File: src/sv/int8_outer_product_tile_accumulator_assert.svh
// ----------------------------------------------------------------------------
// int8_outer_product_tile_accumulator assertion macros
// Concurrent check helpers for the tile accumulator, removed under SYNTH.
// ----------------------------------------------------------------------------
`ifndef INT8_OUTER_PRODUCT_TILE_ACCUMULATOR_ASSERT_SVH
`define INT8_OUTER_PRODUCT_TILE_ACCUMULATOR_ASSERT_SVH

`ifndef SYNTH
`define OPTA_ASSERT_SAME(label, clk, rst, ante, cons) \
   label: assert property (@(posedge clk) disable iff (rst) (ante) |-> (cons)) \
      else $error("opta assertion failed");
`define OPTA_ASSERT_NEXT(label, clk, rst, ante, cons) \
   label: assert property (@(posedge clk) disable iff (rst) (ante) |=> (cons)) \
      else $error("opta assertion failed");
`else
`define OPTA_ASSERT_SAME(label, clk, rst, ante, cons)
`define OPTA_ASSERT_NEXT(label, clk, rst, ante, cons)
`endif

`endif

File: src/sv/opta_pkg.sv
// ----------------------------------------------------------------------------
// opta_pkg
// Shared types and constants of the int8 outer product tile accumulator.
// ----------------------------------------------------------------------------
package opta_pkg;

   localparam int TILE_DIM_DEF   = 16;
   localparam int TILE_COUNT_DEF = 4;
   localparam int LANES          = 8;
   localparam int SUMS           = 4;
   localparam int ACC_W          = 32;
   localparam int ADDR_W         = 6;
   localparam int QUAD_W         = 2;
   localparam int CNT_W          = 8;

   typedef enum logic [1:0] {
      OP_CLEAR  = 2'd0,
      OP_A_WORD = 2'd1,
      OP_B_WORD = 2'd2,
      OP_READ   = 2'd3
   } op_type;

   typedef enum logic [2:0] {
      ST_CLEAR,
      ST_IDLE,
      ST_DECODE,
      ST_UPD_RD,
      ST_UPD_WR,
      ST_READ
   } state_type;

   typedef struct packed {
      logic             capture;
      logic             clear_wr;
      logic             upd_wr;
      logic             rsp_load;
      logic [CNT_W-1:0] cnt;
   } cmd_type;

   typedef struct packed {
      op_type op;
      logic   b_ok;
      logic   rsp_busy;
   } sts_type;

endpackage

File: src/sv/opta_ctrl.sv
// ----------------------------------------------------------------------------
// opta_ctrl
// Sequencer: clearing sweep, item decode, row update loop and read hand-off.
// ----------------------------------------------------------------------------
module opta_ctrl #(
   parameter int TILE_DIM   = opta_pkg::TILE_DIM_DEF,
   parameter int BLOCK_ROWS = opta_pkg::TILE_DIM_DEF * opta_pkg::TILE_COUNT_DEF
) (
   input  logic              clock,
   input  logic              reset,
   input  logic              req_valid,
   output logic              req_stall,
   input  opta_pkg::sts_type sts,
   output opta_pkg::cmd_type cmd
);
   import opta_pkg::*;

   localparam logic [CNT_W-1:0] UPD_LAST = CNT_W'(TILE_DIM - 1);
   localparam logic [CNT_W-1:0] CLR_LAST = CNT_W'(BLOCK_ROWS - 1);

   state_type        state_ff, state_in;
   logic [CNT_W-1:0] cnt_ff, cnt_in;

   always_ff @(posedge clock) begin
      if (reset) begin
         state_ff <= ST_CLEAR;
         cnt_ff   <= '0;
      end else begin
         state_ff <= state_in;
         cnt_ff   <= cnt_in;
      end
   end

   always_comb begin
      state_in = state_ff;
      cnt_in   = cnt_ff;
      unique case (state_ff)
         ST_CLEAR: begin
            cnt_in = cnt_ff + 1'b1;
            if (cnt_ff == CLR_LAST) begin
               state_in = ST_IDLE;
            end
         end
         ST_IDLE: begin
            if (req_valid) begin
               state_in = ST_DECODE;
            end
         end
         ST_DECODE: begin
            cnt_in = '0;
            unique case (sts.op)
               OP_CLEAR:  state_in = ST_CLEAR;
               OP_A_WORD: state_in = ST_IDLE;
               OP_B_WORD: state_in = sts.b_ok ? ST_UPD_RD : ST_IDLE;
               OP_READ:   state_in = ST_READ;
               default:   state_in = ST_IDLE;
            endcase
         end
         ST_UPD_RD: state_in = ST_UPD_WR;
         ST_UPD_WR: begin
            cnt_in   = cnt_ff + 1'b1;
            state_in = (cnt_ff == UPD_LAST) ? ST_IDLE : ST_UPD_RD;
         end
         ST_READ: begin
            if (!sts.rsp_busy) begin
               state_in = ST_IDLE;
            end
         end
         default: state_in = ST_IDLE;
      endcase
   end

   always_comb begin
      cmd       = '0;
      cmd.cnt   = cnt_ff;
      req_stall = 1'b1;
      unique case (state_ff)
         ST_CLEAR:  cmd.clear_wr = 1'b1;
         ST_IDLE: begin
            req_stall   = 1'b0;
            cmd.capture = req_valid;
         end
         ST_DECODE: ;
         ST_UPD_RD: ;
         ST_UPD_WR: cmd.upd_wr = 1'b1;
         ST_READ:   cmd.rsp_load = !sts.rsp_busy;
         default:   ;
      endcase
   end

endmodule

File: config.mk
export PLATFORM = sky130hd
export DESIGN_NAME = opta_ctrl
export DESIGN_NICKNAME = d
export VERILOG_FILES = /design/src/sv/int8_outer_product_tile_accumulator_assert.svh /design/src/sv/opta_pkg.sv /design/src/sv/opta_ctrl.sv
export SDC_FILE = /design/constraint.sdc
export NUM_CORES = 1
export LEC_CHECK = 0
export BUFFER_PORTS_ARGS = -buffer_cell sky130_fd_sc_hd__buf_2
export CORE_UTILIZATION = 50
export CTS_CLUSTER_SIZE = 12
export DETAILED_ROUTE_END_ITERATION = 7
export PLACE_DENSITY = 0.75
export SYNTH_ARGS = -nofsm -noshare
export SYNTH_HDL_FRONTEND = slang
export SYNTH_SLANG_ARGS = --single-unit
File: constraint.sdc
create_clock -name clock -period 4.15 [get_ports clock]
set_input_delay 0.415 -clock clock [delete_from_list [all_inputs] [get_ports clock]]
set_output_delay 0.415 -clock clock [all_outputs]
set_load 0.02 [all_outputs]
## Word-level counts from Yosys, hierarchy flattened

Index checks and enable logic that the tools add are counted.

- Register bits after elaboration: 11
- Logic and storage cells: 35

- Add/sub/neg operators: 1
- Eq/ne operators: 13
- Mux-type cells: 13
- Reduce and logical (&&, ||, !) cells: 6

Operators with widths:

| cell | count |
|---|---|
| 3-bit case mux with 6 select lines | 1 |
| 8-bit case mux with 2 select lines | 1 |
| 3-bit case mux with 4 select lines | 1 |
| 3-bit two-way mux | 3 |
| 8-bit by 1-bit adder with 8-bit output (second input constant) | 1 |
| 8-bit by 4-bit equality test with 1-bit output (second input constant) | 1 |
| 8-bit by 6-bit equality test with 1-bit output (second input constant) | 1 |
| 3-bit by 2-bit equality test with 1-bit output (second input constant) | 2 |
| 3-bit equality test (second input constant) | 2 |
| 2-bit != test (second input constant) | 3 |
| 1-bit two-way mux | 5 |
| 2-bit equality test (second input constant) | 2 |
| 2-bit two-way mux | 2 |
| 3-bit by 1-bit equality test with 1-bit output (second input constant) | 1 |
| 3-bit logical NOT | 1 |
| 3-bit AND reduction | 1 |
| 2-bit by 1-bit equality test with 1-bit output (second input constant) | 1 |
| 2-bit logical NOT | 1 |
| 2-bit nonzero test | 1 |
| 2-bit OR reduction | 1 |
| 1-bit logical NOT | 1 |

## Logic depth before layout (Yosys ltp)

- Word-level depth: 3
- Mapped depth: 4

## Worst setup path after synthesis

No wires, ideal clock.

- Path kind: register to register
- Start point: reg cnt_ff[0]
- End point: reg state_ff[0]
- Setup time: 0.086 ns
- Data arrival time: 1.494 ns
- Required time: 4.064 ns
- Slack: 2.571 ns
- Cell stages (with the launch flop): 5
- Path buffers: 0
- Period minus slack after synthesis: 1.579 ns
- Cells stage by stage: dfxtp_1 > ha_1 > nand2_1 > or4_1 > a211oi_1

- Longest elaborated chain between the ends: 3

Ends and longest elaborated chain:

| element | line | text |
|---|---|---|
| start, declared | opta_ctrl.sv:22 | `logic [CNT_W-1:0] cnt_ff, cnt_in;` |
| start signal, assigned | opta_ctrl.sv:30 | `cnt_ff <= cnt_in;` |
| 8-bit by 6-bit equality test with 1-bit output | opta_ctrl.sv:40 | `if (cnt_ff == CLR_LAST) begin` |
| 2-bit != test (no source line) | -- |  |
| 3-bit AND reduction (no source line) | -- |  |
| end signal, assigned | opta_ctrl.sv:29 | `state_ff <= state_in;` |
| end, declared | opta_ctrl.sv:21 | `state_type state_ff, state_in;` |

No other way between the ends.
A chain may end at the register's enable or synchronous reset.

==> run_results.csv <==
group,metric,value,unit
placement,gp_congestion,0.711,
yosys,synth_top_area_share,34.0,%
yosys,synthXorXnorAreaFrac,0,%
routing,routed_via_density,5.88,
yosys,synth_top_family_by_area,"simple AND/OR/NAND/NOR gates",
yosys,synth-simple-area-share,34.4,%
floorplan,die_y,38.0,um
power,vdd_drop_max,0.183,mV
yosys,syn_area,648,um^2
final_layout,layout_commonest_cell,"buf_2",
clocking,clock_path_buffers,2,
timing,fin_crit,1940,ps
routing,drt_iter0_markers,24,
worst_setup_path,cp.arrival,1530,ps
global_route,grt_use_total,22.3,%
clocking,cts_hold_buf,0,
yosys,yosysSeqAreaShare,34.0,%
power,leakage,0.318,nW
routing,wirelength,1410,um
timing,worst_pin_slew,393,ps
placement,detailedPlacementHpwl,1020,um
yosys,synth.yosys.warnings,0,
clocking,ctsResizeCount,0,
placement,io_buffers,19,
floorplan,core,0.00116,mm^2
yosys,ys_top_cells_by_area,"dfxtp_1, a21oi_1, nor2_1",
global_route,overflow,0,
min_path,hold_class,"in -> reg",
power,power_frac_clock,35.5,%
power,p_sw,0.0000503,W
worst_setup_path,critical_path_class,"reg -> out",
routing,firstDrtPassIters,4,
timing,setup_tns,0,ps
worst_setup_path,endpoint_kind,"primary output",
final_layout,num_antenna_cells,0,
worst_setup_path,crit_required,3730,ps
yosys,synth_area_leader_cell,"dfxtp_1",
floorplan,io_pins,20,
clocking,numCtsBuffers,3,
routing,vias,664,
global_route,grt_pass1_vias,523,
routing,drcViolationCount,0,
status,status,"complete, no violations",
global_route,grt_max_degree,15,
yosys,synth_fa_ha_area_share,1.93,%
yosys,syn_area_per_cell,8.00,um^2
yosys,synthesis.instances,81,
timing,fin_crit_sh,46.8,%
clocking,cts_root_buffer,"clkbuf_4",
clocking,cts_tree,"done",
power,p_comb_share,9.8,%
power,p_int,0.000154,W
timing,skew,2.05,ps
global_route,antenna_found_initial,0,
final_layout,layout.nets,108,
timing,slew_headroom,73.8,%
floorplan,dieArea,0.00144,mm^2
power,p_sw_share,24.7,%
clocking,clkSinkCount,11,
yosys,ys_types,34,
floorplan,rows,12,
power,seqPwrFrac,54.7,%
timing,whs,443,ps
worst_setup_path,path_max_fanout,13,
routing,wl_per_cell,12.5,um
flow_run,cap_violations,0,
yosys,synth_compound_area_share,20.7,%
clocking,postCtsSetupBuffers,0,
final_layout,layout-drive-gt1-share,29.3,%
timing,setup_viol,0,
yosys,syn-num-nets,89,
yosys,ys_ff_latch,11,
timing,fmax,0.515,GHz
yosys,synth_mux_area_share,3.47,%
timing,rsz0062_at_grt,"false",
final_layout,mostFrequentLayoutCells,"buf_2, dfxtp_1, nor2_1, a21oi_1",
final_layout,nFillCells,112,
worst_setup_path,critPathLaunchType,"flip-flop",
timing,hold_viol,0,
power,powerDensity,269,mW/mm^2
clocking,ctsHtreeMaxLevel,1,
final_layout,syn2layout_area_growth,17.0,%
timing,slew_viol_final,0,
floorplan,fp.dieW,38.0,um
routing,ant_nets,0,
clocking,worstSkewPairLatency,270,ps
global_route,grt_pass1_wl,2220,um
floorplan,start_util,56.1,%
clocking,clk_pin_slew,70,ps
flip-flops by register name, summed over array words and instances (netlist names):
signal    count
state_ff      3
cnt_ff        8
power by group through the flow:
stage               Sequential (W)  Combinational [W]  Clock (W)
detailed placement        0.000114          0.0000200          0
global placement          0.000114          0.0000201          0
floorplan                 0.000117         0.00000889          0
global route              0.000112          0.0000224  0.0000813
finish                    0.000112          0.0000200  0.0000725
CTS                       0.000112          0.0000202  0.0000742
cell families (layout without fill, tap and decap cells):
| family | count (synthesis) | in the layout |
|---|---|---|
| and+or+nand+nor | 40 | 40 |
| muxes | 2 | 2 |
| buffers and inverters | 7 | 25 |
| adders and majority gates | 1 | 1 |
| AOI/OAI and AO/OA | 20 | 20 |
| DFF | 11 | 11 |
critical path, cell delays in order (launching register included):
cell	delay [ps]
dfxtp_1	550
nor2b_1	350
nand2b_1	110
nor2_1	90
buf_2	160
synth_stat cells (all sizes together):
library cell,number
dfxtp,11
nor2,10
a21oi,9
nand2,4
nand3,4
nor3,4
buf,3
nand2b,3
nor3b,3
or3b,3
clkbuf,2
inv,2
mux2,2
or4,2
a211oi,1
a21o,1
a221oi,1
a311oi,1
a31o,1
and2,1
ha,1
nand4,1
nor2b,1
nor4,1
o211ai,1
o21ai,1
o21ba,1
o311ai,1
o31ai,1
o41ai,1
or2,1
or3,1
or4b,1
per-layer routing:
layer	share of wire (%)	up-vias	wire (um)	GRT usage (%)
met4	0.57	0	8	10.7
met1	52	303	739	32.7
li1	-	337	-	-
met2	41	22	584	29.7
met5	0	-	0	0
met3	5.6	2	79	5.23
through the flow:
stage / power [W] / worst slack [ps] / area (um^2) / util (%) / std cells
floorplan: 0.000126 / 2570 / 648 / - / 81
global placement: 0.000134 / 2540 / 732 / 63.3 / 109
detailed placement: 0.000134 / 2520 / 732 / 63.3 / 109
CTS: 0.000206 / 2210 / 758 / 65.6 / 113
global route: 0.000216 / 2050 / 758 / 65.6 / 113
finish: 0.000204 / 2210 / 758 / 65.6 / 113
area by class of cell:
type / count / area (um^2) / area share [%]
Multi-Input combinational cell: 63 / 392 / 51.7
Clock buffer: 4 / 26.3 / 3.47
Tap cell: 14 / 17.5 / 2.31
Inverter: 2 / 7.51 / 0.990
Timing Repair Buffer: 19 / 95.1 / 12.5
Sequential cell: 11 / 220 / 29.0
final timing paths:
| path | start | slack (ps) | depth (start not counted) | end |
|---|---|---|---|---|
| min reg2reg | cnt_ff[1] | 510 | 2 | cnt_ff[1] |
| max | state_ff[0] | 2210 | 4 | cmd[11] |
| max reg2reg | state_ff[0] | 2560 | 3 | cnt_ff[7] |
| min | sts[0] | 440 | 3 | state_ff[2] |
No activity file was read; power rests on OpenSTA's default activity.
